## config.mk

```make
export PLATFORM = sky130hd
export DESIGN_NAME = sebr_merge
export DESIGN_NICKNAME = d
export VERILOG_FILES = /design/src/rtl/sebr_pkg.sv /design/src/rtl/sebr_merge.sv
export SDC_FILE = /design/constraint.sdc
export NUM_CORES = 1
export LEC_CHECK = 0
export BUFFER_PORTS_ARGS = -buffer_cell sky130_fd_sc_hd__buf_2
export CORE_MARGIN = 8
export CORE_UTILIZATION = 50
export DETAILED_ROUTE_END_ITERATION = 7
export PLACE_DENSITY = 0.68
export RECOVER_POWER = 25
export SLEW_MARGIN = 20
export SYNTH_ARGS = -nofsm -noshare
export SYNTH_HDL_FRONTEND = slang
export SYNTH_SLANG_ARGS = --single-unit
export TNS_END_PERCENT = 20
```

## constraint.sdc

```tcl
create_clock -name clk_i -period 8.45 [get_ports clk_i]
set_input_delay 0.845 -clock clk_i [delete_from_list [all_inputs] [get_ports clk_i]]
set_output_delay 0.845 -clock clk_i [all_outputs]
set_load 0.05 [all_outputs]
```

## src/rtl/sebr_pkg.sv

```systemverilog
// Shared types, constants and register codes of the Sobel edge blend unit.
`default_nettype none
package sebr_pkg;

  localparam int unsigned MAX_LINE_WIDTH_DEF = 2048;
  localparam int unsigned COL_W_DEF          = 11;

  localparam int unsigned CFG_IDX_W  = 2;
  localparam int unsigned CFG_DATA_W = 16;

  localparam logic [11:0] FRAME_WIDTH_RST     = 12'd640;
  localparam logic [15:0] FRAME_HEIGHT_RST    = 16'd480;
  localparam logic [8:0]  BLEND_INTENSITY_RST = 9'd256;
  localparam logic [8:0]  INTEN_MAX           = 9'd256;

  localparam int unsigned GRAD_W = 12;
  localparam int unsigned SQ_W   = 21;
  localparam int unsigned ROOT_W = 30;
  localparam int unsigned MAG_W  = 15;
  localparam int unsigned ESUM_W = 17;
  localparam int unsigned EDGE_W = 12;
  localparam logic [EDGE_W-1:0] EDGE_MAX = 12'd4080;
  localparam logic [ROOT_W-1:0] ROOT_BIT_INIT = 30'h1000_0000;

  localparam int KERN_X [9] = '{-1, 0, 1, -2, 0, 2, -1, 0, 1};
  localparam int KERN_Y [9] = '{-1, -2, -1, 0, 0, 0, 1, 2, 1};

  typedef enum logic [CFG_IDX_W-1:0] {
    CFG_FRAME_WIDTH     = 2'd0,
    CFG_FRAME_HEIGHT    = 2'd1,
    CFG_BLEND_INTENSITY = 2'd2
  } cfg_idx_e;

  typedef enum logic [2:0] {
    ST_IDLE,
    ST_LOAD,
    ST_WIN,
    ST_WAIT,
    ST_SUM,
    ST_MIX,
    ST_EMIT_I,
    ST_EMIT_B
  } sebr_state_e;

  typedef struct packed {
    logic sum_en;
    logic mix_en;
  } merge_ctl_t;

endpackage
`default_nettype wire

```

## src/rtl/sebr_merge.sv

```systemverilog
// Merge stage: sum and clamp lane magnitudes, then blend with the centre pixel.
`default_nettype none
module sebr_merge (
  input  wire logic                       clk_i,
  input  wire sebr_pkg::merge_ctl_t       ctl_i,
  input  wire logic [sebr_pkg::MAG_W-1:0] mag_i [3],
  input  wire logic [7:0]                 orig_i [3],
  input  wire logic [8:0]                 inten_i,
  output logic [7:0]                      rgb_o [3]
);

  logic [sebr_pkg::ESUM_W-1:0] esum;
  logic [sebr_pkg::EDGE_W-1:0] edge_q;
  logic [8:0]                  inten;
  logic [21:0]                 mix [3];
  logic [7:0]                  rgb_q [3];

  assign esum  = sebr_pkg::ESUM_W'(mag_i[0]) + sebr_pkg::ESUM_W'(mag_i[1])
               + sebr_pkg::ESUM_W'(mag_i[2]);
  assign inten = (inten_i > sebr_pkg::INTEN_MAX) ? sebr_pkg::INTEN_MAX : inten_i;

  always_comb begin
    for (int ch = 0; ch < 3; ch++) begin
      mix[ch] = 22'({orig_i[ch], 4'b0} * (sebr_pkg::INTEN_MAX - inten))
              + 22'(edge_q * inten);
    end
  end

  always_ff @(posedge clk_i) begin
    if (ctl_i.sum_en) begin
      edge_q <= (esum > sebr_pkg::ESUM_W'(sebr_pkg::EDGE_MAX)) ? sebr_pkg::EDGE_MAX
                                                               : esum[sebr_pkg::EDGE_W-1:0];
    end
    if (ctl_i.mix_en) begin
      for (int ch = 0; ch < 3; ch++) begin
        rgb_q[ch] <= (mix[ch][21:12] > 10'd255) ? 8'd255 : mix[ch][19:12];
      end
    end
  end

  assign rgb_o = rgb_q;

endmodule
`default_nettype wire

```

==> flow_metrics.py <==
metrics = {
    "logic_synthesis": {
        "synth_ff_type": "edfxtp_1",
        "synth_enable_flop_cells": 36,
        "ys_async_sr_fraction": 0,
        "seq_area_frac_synth": 0.0668,
        "avgSynthCellArea_sq_um": 8.95,
        "yosysUniqueCellTypes": 67,
        "synth_area_sq_mm": 0.0162,
        "synth_cells": 1809,
        "synth_seq_cells": 36,
        "ys_warn_count": 0,
    },
    "floorplan": {
        "start_util": 0.503,
        "die_width_microns": 196,
        "core_area_sq_mm": 0.0322,
        "die_h_microns": 196,
        "die_area_sq_mm": 0.0384,
        "ios": 105,
        "num_rows": 66,
    },
    "finish": {
        "final_cells": 2396,
        "nNetsFinal": 2532,
        "area_delta_synth_final_pct": 10.2,
        "mostFrequentLayoutCell": "inv_1",
        "layout_common_cells": "inv_1, fa_1, and2_1",
        "drive_above_1_share": 0.0856,
    },
    "drt": {
        "drtIter0Drc": 549,
        "postRouteAntennaNets": 0,
        "vias": 12575,
        "wire_per_inst_microns": 15.5,
        "routed_wl_microns": 37100,
        "drc_errors": 0,
        "first_pass_iters": 5,
        "vias_per_cell": 5.25,
    },
    "clock_network": {
        "cts_tree": "built",
        "clk_pin_slew_ps": 60,
        "cts.htree.levels": 2,
        "clk_latency_ps": 290,
        "clk_path_buf_depth": 2,
        "cts_hold_buf": 0,
        "numCtsBuffers": 5,
        "cts_root_buffer": "clkbuf_16",
        "cts.sinks": 36,
    },
    "setup_path": {
        "arrival_ps": 8090,
        "cpMaxStageDelayCell": "fa_1",
        "required_ps": 8620,
        "cp_max_fo": 9,
        "cp_slowest_stage_delay_ps": 550,
        "end_kind": "flip-flop",
        "cp_common_cell": "fa_1",
        "crit_type": "input pin to flip-flop",
        "start_kind": "input pin",
    },
    "timing": {
        "max_slew_margin": -0.0229,
        "finalHoldViolCount": 0,
        "fin_skew_ps": 14.1,
        "maxSlewViolCount": 25,
        "tns_ps": 0,
        "rsz0062_at_grt": "no",
        "fmaxAchievable_ghz": 0.126,
        "min_period_ps": 7920,
        "fin_crit_sh": 0.938,
        "setup_violations": 0,
        "worst_slew_pin_slew_ps": 1530,
    },
    "place": {
        "gp_congestion": 0.897,
        "port_buffers": 104,
        "dp_hpwl_microns": 31800,
        "dpl.cell_count": 2384,
    },
    "global_route": {
        "grt_pass1_wl_microns": 64900,
        "grt_max_degree": 33,
        "grt_pass1_vias": 13603,
        "antenna_found_initial": 3,
        "grtUsageTotal": 0.204,
        "gr-total-overflow": 0,
    },
    "run_status": {
        "status": "finished with violations",
        "violations": "capacitance limit, slew limit",
    },
    "job": {
        "timing.max_cap.violations": 1,
    },
    "worst_hold_path": {
        "hp-class": "input pin to flip-flop",
    },
}
[metal layers]
layer | GRT usage | vias up | share of wire
li1 | - | 6028 | -
met1 | 0.268 | 6245 | 0.44
met2 | 0.352 | 252 | 0.49
met3 | 0.0183 | 50 | 0.039
met4 | 0.0651 | 0 | 0.029
met5 | 0 | - | 0
[area by class of cell]
| cell class | instances | area [sq um] |
|---|---|---|
| antenna | 3 | 7.51 |
| clock buffer | 5 | 125 |
| inverter | 392 | 1470 |
| timing repair buffer | 140 | 816 |
| tap | 408 | 510 |
| clock inverter | 3 | 42.5 |
| multi-input combinational | 1409 | 13800 |
| sequential | 36 | 1080 |
| fill | 3010 | 14400 |
[final timing paths]
path	from	to	slack, ps	cells after the start
setup / recovery	inten_i[0]	rgb_o[12]$_SDFFCE_PN1P_	530	30
hold / removal	ctl_i[1]	edge_q[4]$_SDFFCE_PN1P_	1090	1
setup reg to reg	edge_q[4]$_SDFFCE_PN1P_	rgb_o[6]$_SDFFCE_PN1P_	1430	24
hold reg to reg	edge_q[11]$_SDFFCE_PN1P_	rgb_o[23]$_SDFFCE_PN1P_	1870	7
[flip-flops by register name, indices dropped and copies added (netlist names)]
name    count
edge_q     12
rgb_o      24
[kinds of logic after synthesis]
group	count (synthesis)	synth area share
XOR/XNOR	102	0.0552
adder cells (fa/ha/maj)	467	0.495
other	2	0.000464
AND/OR/NAND/NOR	553	0.188
multiplexers	3	0.00186
buffers and inverters	431	0.100
flip-flops	36	0.0668
AO/OA/AOI/OAI	215	0.0927
[stage by stage]
stage	util	hold slack, ps	area, sq um	setup WS (ps)
floorplan	-	957	16400	593
global placement	0.547	1240	17600	218
detailed placement	0.547	1240	17600	182
CTS	0.553	938	17800	464
global route	0.554	1130	17800	32.9
finish	0.554	1090	17800	527
[critical path, delay by kind of cell]
| kind | cells | cell delay [ps] |
|---|---|---|
| AO/OA/AOI/OAI | 8 | 1850 |
| buffers and inverters | 7 | 790 |
| adder cells (fa/ha/maj) | 6 | 2780 |
| AND/OR/NAND/NOR | 7 | 1290 |
| XOR/XNOR | 2 | 540 |
[synth_stat cells (21+ instances only)]
master	number	share of area
edfxtp_1	36	0.067
inv_1	392	0.091
nor3_1	31	0.0096
nor2_1	39	0.0090
nand3_1	21	0.0065
xor2_1	29	0.016
o21ai_0	42	0.013
nand2_1	134	0.031
a21oi_1	46	0.014
clkbuf_1	31	0.0072
ha_1	179	0.14
fa_1	288	0.36
and2_1	217	0.084
xnor2_1	73	0.040
[timing repair]
item / 4_1_cts / 5_1_grt
buffers inserted: 0 / 1
hold endpoints to repair: 0 / 0
endpoints found under the setup margin: 0 / 8
resized for setup: 0 / 3
Power is left out: the tool's default activity adds up to more than one toggle a clock period on the data nets, which glitch-free logic cannot reach.
