===== config.mk =====
export PLATFORM = sky130hd
export DESIGN_NAME = sebr_lane
export DESIGN_NICKNAME = d
export VERILOG_FILES = /design/src/rtl/sebr_pkg.sv /design/src/rtl/sebr_lane.sv
export SDC_FILE = /design/constraint.sdc
export NUM_CORES = 1
export LEC_CHECK = 0
export BUFFER_PORTS_ARGS = -buffer_cell sky130_fd_sc_hd__buf_2
export CAP_MARGIN = 20
export CORE_MARGIN = 5
export CORE_UTILIZATION = 44
export DETAILED_ROUTE_END_ITERATION = 6
export MAX_ROUTING_LAYER = met4
export PLACE_DENSITY = 0.61
export SYNTH_ARGS = -nofsm -noshare
export SYNTH_HDL_FRONTEND = slang
export SYNTH_SLANG_ARGS = --single-unit
export TNS_END_PERCENT = 1

===== constraint.sdc =====
create_clock -name clk_i -period 7.99 [get_ports clk_i]
set_input_delay 2.397 -clock clk_i [delete_from_list [all_inputs] [get_ports clk_i]]
set_output_delay 2.397 -clock clk_i [all_outputs]
set_load 0.005 [all_outputs]

===== src/rtl/sebr_pkg.sv =====
// Shared types, constants and register codes of the Sobel edge blend unit.
`default_nettype none
package sebr_pkg;

  localparam int unsigned MAX_LINE_WIDTH_DEF = 2048;
  localparam int unsigned COL_W_DEF          = 11;

  localparam int unsigned CFG_IDX_W  = 2;
  localparam int unsigned CFG_DATA_W = 16;

  localparam logic [11:0] FRAME_WIDTH_RST     = 12'd640;
  localparam logic [15:0] FRAME_HEIGHT_RST    = 16'd480;
  localparam logic [8:0]  BLEND_INTENSITY_RST = 9'd256;
  localparam logic [8:0]  INTEN_MAX           = 9'd256;

  localparam int unsigned GRAD_W = 12;
  localparam int unsigned SQ_W   = 21;
  localparam int unsigned ROOT_W = 30;
  localparam int unsigned MAG_W  = 15;
  localparam int unsigned ESUM_W = 17;
  localparam int unsigned EDGE_W = 12;
  localparam logic [EDGE_W-1:0] EDGE_MAX = 12'd4080;
  localparam logic [ROOT_W-1:0] ROOT_BIT_INIT = 30'h1000_0000;

  localparam int KERN_X [9] = '{-1, 0, 1, -2, 0, 2, -1, 0, 1};
  localparam int KERN_Y [9] = '{-1, -2, -1, 0, 0, 0, 1, 2, 1};

  typedef enum logic [CFG_IDX_W-1:0] {
    CFG_FRAME_WIDTH     = 2'd0,
    CFG_FRAME_HEIGHT    = 2'd1,
    CFG_BLEND_INTENSITY = 2'd2
  } cfg_idx_e;

  typedef enum logic [2:0] {
    ST_IDLE,
    ST_LOAD,
    ST_WIN,
    ST_WAIT,
    ST_SUM,
    ST_MIX,
    ST_EMIT_I,
    ST_EMIT_B
  } sebr_state_e;

  typedef struct packed {
    logic sum_en;
    logic mix_en;
  } merge_ctl_t;

endpackage
`default_nettype wire


===== src/rtl/sebr_lane.sv =====
// One colour lane: Sobel gradients, squared magnitude and iterative root.
`default_nettype none
module sebr_lane (
  input  wire logic                       clk_i,
  input  wire logic                       rst_ni,
  input  wire logic                       start_i,
  input  wire logic [7:0]                 pix_i [9],
  output logic [sebr_pkg::MAG_W-1:0]      mag_o,
  output logic                            done_o
);

  logic signed [sebr_pkg::GRAD_W-1:0] gx_d, gy_d, gx_q, gy_q;
  logic [sebr_pkg::SQ_W-1:0]          sq;
  logic [sebr_pkg::ROOT_W-1:0]        v_q, res_q, bit_q, trial;
  logic                               sq_pend_q, busy_q, done_q;

  always_comb begin
    gx_d = '0;
    gy_d = '0;
    for (int i = 0; i < 9; i++) begin
      gx_d = gx_d + sebr_pkg::GRAD_W'(sebr_pkg::KERN_X[i] * $signed({4'b0, pix_i[i]}));
      gy_d = gy_d + sebr_pkg::GRAD_W'(sebr_pkg::KERN_Y[i] * $signed({4'b0, pix_i[i]}));
    end
  end

  assign sq    = sebr_pkg::SQ_W'(gx_q * gx_q) + sebr_pkg::SQ_W'(gy_q * gy_q);
  assign trial = res_q + bit_q;

  always_ff @(posedge clk_i or negedge rst_ni) begin
    if (!rst_ni) begin
      sq_pend_q <= 1'b0;
      busy_q    <= 1'b0;
      done_q    <= 1'b0;
    end else if (start_i) begin
      sq_pend_q <= 1'b1;
      busy_q    <= 1'b0;
      done_q    <= 1'b0;
    end else if (sq_pend_q) begin
      sq_pend_q <= 1'b0;
      busy_q    <= 1'b1;
    end else if (busy_q && bit_q[0]) begin
      busy_q <= 1'b0;
      done_q <= 1'b1;
    end
  end

  always_ff @(posedge clk_i) begin
    if (start_i) begin
      gx_q <= gx_d;
      gy_q <= gy_d;
    end else if (sq_pend_q) begin
      v_q   <= {1'b0, sq, 8'b0};
      res_q <= '0;
      bit_q <= sebr_pkg::ROOT_BIT_INIT;
    end else if (busy_q) begin
      if (v_q >= trial) begin
        v_q   <= v_q - trial;
        res_q <= (res_q >> 1) + bit_q;
      end else begin
        res_q <= res_q >> 1;
      end
      bit_q <= bit_q >> 2;
    end
  end

  assign mag_o  = res_q[sebr_pkg::MAG_W-1:0];
  assign done_o = done_q;

endmodule
`default_nettype wire


==> run metrics <==
final setup vio count=0; Synth Cell Area=19000 um^2; core area=43000 um^2; Synth top area share=31.8%; Metal-1 WL=17600 um; clk slew on worst S/H paths=80 ps; WL/cell=15.0 um; top sig layer=met4; MaxCap Viol Count=0; TritonCTS Buffers=9; Hold Crit Depth=2; top-count cell post-synth=inv_1; reg2reg start=gx_q[8]$_DFFE_PP_; crit end category=flop; Total Wirelength=40100 um; root buffer cell=clkbuf_16; Setup TNS Final=0 ps; Fillers=4119; post-cts sizing count=0; CP required=8110 ps; worst hold path type=reg -> reg; Worst EP arrival=7430 ps; Peak Freq=137 MHz; Seq cells post-synth=102; Antenna Cells=0; antenna-violating nets left=0; biggest area consumer among synthesized cells=fa_1; EDFF count, synth=99; R2R setup slack=680 ps; DR iter-0 viols=816; hold wc startpoint=done_o$_DFFE_PN0P_; Mean Syn Cell Area=9.37 um^2; first-pass GRT wire length=69600 um; DR vias/cell=5.00; total grt overflow=0; Die ar.=47600 um^2; Die Ht=218 um; CTS sink cnt=102; Mapped Nets=2600; Port Buffers=82; num ports=91; status=finished clean; # H-tree levels=3; Util after Layout=47.3%; ys flop type=edfxtp_1; reg2reg end=v_q[27]$_DFFE_PP_; Final #Nets=2646; area grow syn2layout=6.68%; Yosys cell types=70; hpwl dp=34400 um; total number of vias=13300; met3 wire length=1060 um; critical path type=reg -> reg; DR pass1 iterations=6; RSZ-0062 raised after global routing=false; All-Layer GR Usage=18.3%; number of antenna violations at the first check in global routing=0; drc violations=0; crit path max fanout=9; row cnt=76; Hold Path End=done_o$_DFFE_PN0P_; crit share post-route=91.5%; share of layout cells above drive strength 1=7.20%; Worst Reg-to-Reg Cells=24; register area=3050 um^2; Clock Latency Late Sink=370 ps; die width=218 um; top cells by area, synth=fa_1 32%, edfxtp_1 16%, ha_1 12%, inv_1 9.2%, xnor2_1 4.0%; Inst Count DP=2652; gpl congestion=0.868; share of flip-flops with an asynchronous set or reset=2.94%; Mapped Cells=2032; largest net degree at the start of global routing=76; Worst-Margin Slew=765 ps; CP startpoint kind=flop; clock buffer depth=2; vias in the first global route=14500; register area share after synthesis=16.0%; postcts setup bufs=0; Setup Skew=16.3 ps; met2 wire length=20700 um; final hold vios=0; area occupied by multi-input gates=14000 um^2; cts hold-fix bufs=0; top cells by count, synth=467 x inv_1, 303 x fa_1, 190 x ha_1; starting density of the core=44.3%; fin crit period=7310 ps; Slew Limit Fails=0; fin cells=2668; Synthesis Warnings=0; CTS tree=yes; slew margin rel.=49.0%
how the worst max path moves through the flow:
stage,from,to,cells past startpoint
global placement,gx_q[8]$_DFFE_PP_,v_q[27]$_DFFE_PP_,24
floorplan,gx_q[1]$_DFFE_PP_,v_q[27]$_DFFE_PP_,25
detailed placement,gx_q[8]$_DFFE_PP_,v_q[27]$_DFFE_PP_,24
global route,gx_q[8]$_DFFE_PP_,v_q[27]$_DFFE_PP_,24
finish,gx_q[8]$_DFFE_PP_,v_q[27]$_DFFE_PP_,24
CTS,gx_q[8]$_DFFE_PP_,v_q[27]$_DFFE_PP_,24
critical path, cell delays in order (launching register included):
cell,delay (ps)
edfxtp_1,530
inv_1,220
nor2_1,210
inv_1,70
fa_1,480
inv_1,50
fa_1,520
inv_1,50
fa_1,540
inv_1,60
fa_1,530
fa_1,440
fa_1,540
inv_1,50
fa_1,520
inv_1,40
ha_1,330
o21a_1,140
nor2_1,60
a211oi_1,330
nor3_1,140
o41ai_1,710
a2111oi_0,230
a21oi_1,170
nand3b_1,90
through the flow:
stage	hold WS [ps]	setup slack, ps	cell area (um^2)
final	517	681	20300
after global routing	583	313	20300
after CTS	527	667	20300
after detailed placement	508	660	20000
after global placement	481	737	20000
after floorplan	472	1340	19000
cell usage in the layout, fill, tap and decap left out, drive strengths merged, types with 4 or more instances in the layout:
cell type and count:
a31oi 22, mux2 8, o21bai 8, nand4 9
a21boi 4, or2 8, nor2 107, nand2b 10
a21o 15, a31o 8, a21bo 4, fa 303
and3 9, a41o 4, o211ai 4, ha 190
nor2b 47, mux2i 6, buf 98, nand3b 4
nor3b 6, a21oi 52, or3 10, clkinv 4
nand3 18, nor3 34, a311oi 4, a211oi 31
xnor2 88, o21ai 63, inv 470, xor2 58
clkbuf 9, nand2 165, o21a 8, and2 50
edfxtp 99
flip-flops by register name, indices dropped and copies added (netlist names):
| register | count |
|---|---|
| bit_q | 15 |
| busy_q | 1 |
| done_o | 1 |
| gx_q | 12 |
| gy_q | 12 |
| res_q | 30 |
| sq_pend_q | 1 |
| v_q | 30 |
cell families after synthesis:
logic type	synth area share (%)
multiplexers	0.788
buffers and inverters	10.8
XOR/XNOR	6.71
adder cells (fa/ha/maj)	44.3
AO/OA/AOI/OAI	9.05
flip-flops	16.0
AND/OR/NAND/NOR	12.3
final cells by class:
cell class / instances / share of cell area [%]
Timing Repair Buffer: 98 / 2.61
Tap cell: 585 / 3.60
Multi-Input combinational cell: 1399 / 68.7
Clock inverter: 7 / 0.332
Sequential cell: 102 / 15.0
Inverter: 468 / 8.64
Clock buffer: 9 / 1.11
routing by layer:
layer | track usage, % | vias up
li1 | - | 6535
met1 | 22.8 | 6549
met2 | 32.5 | 198
met3 | 1.75 | 47
met4 | 4.14 | 0
met5 | - | -
Power is not shown: default switching activity piles up to over one toggle a cycle in this logic, so the estimate is an artifact.
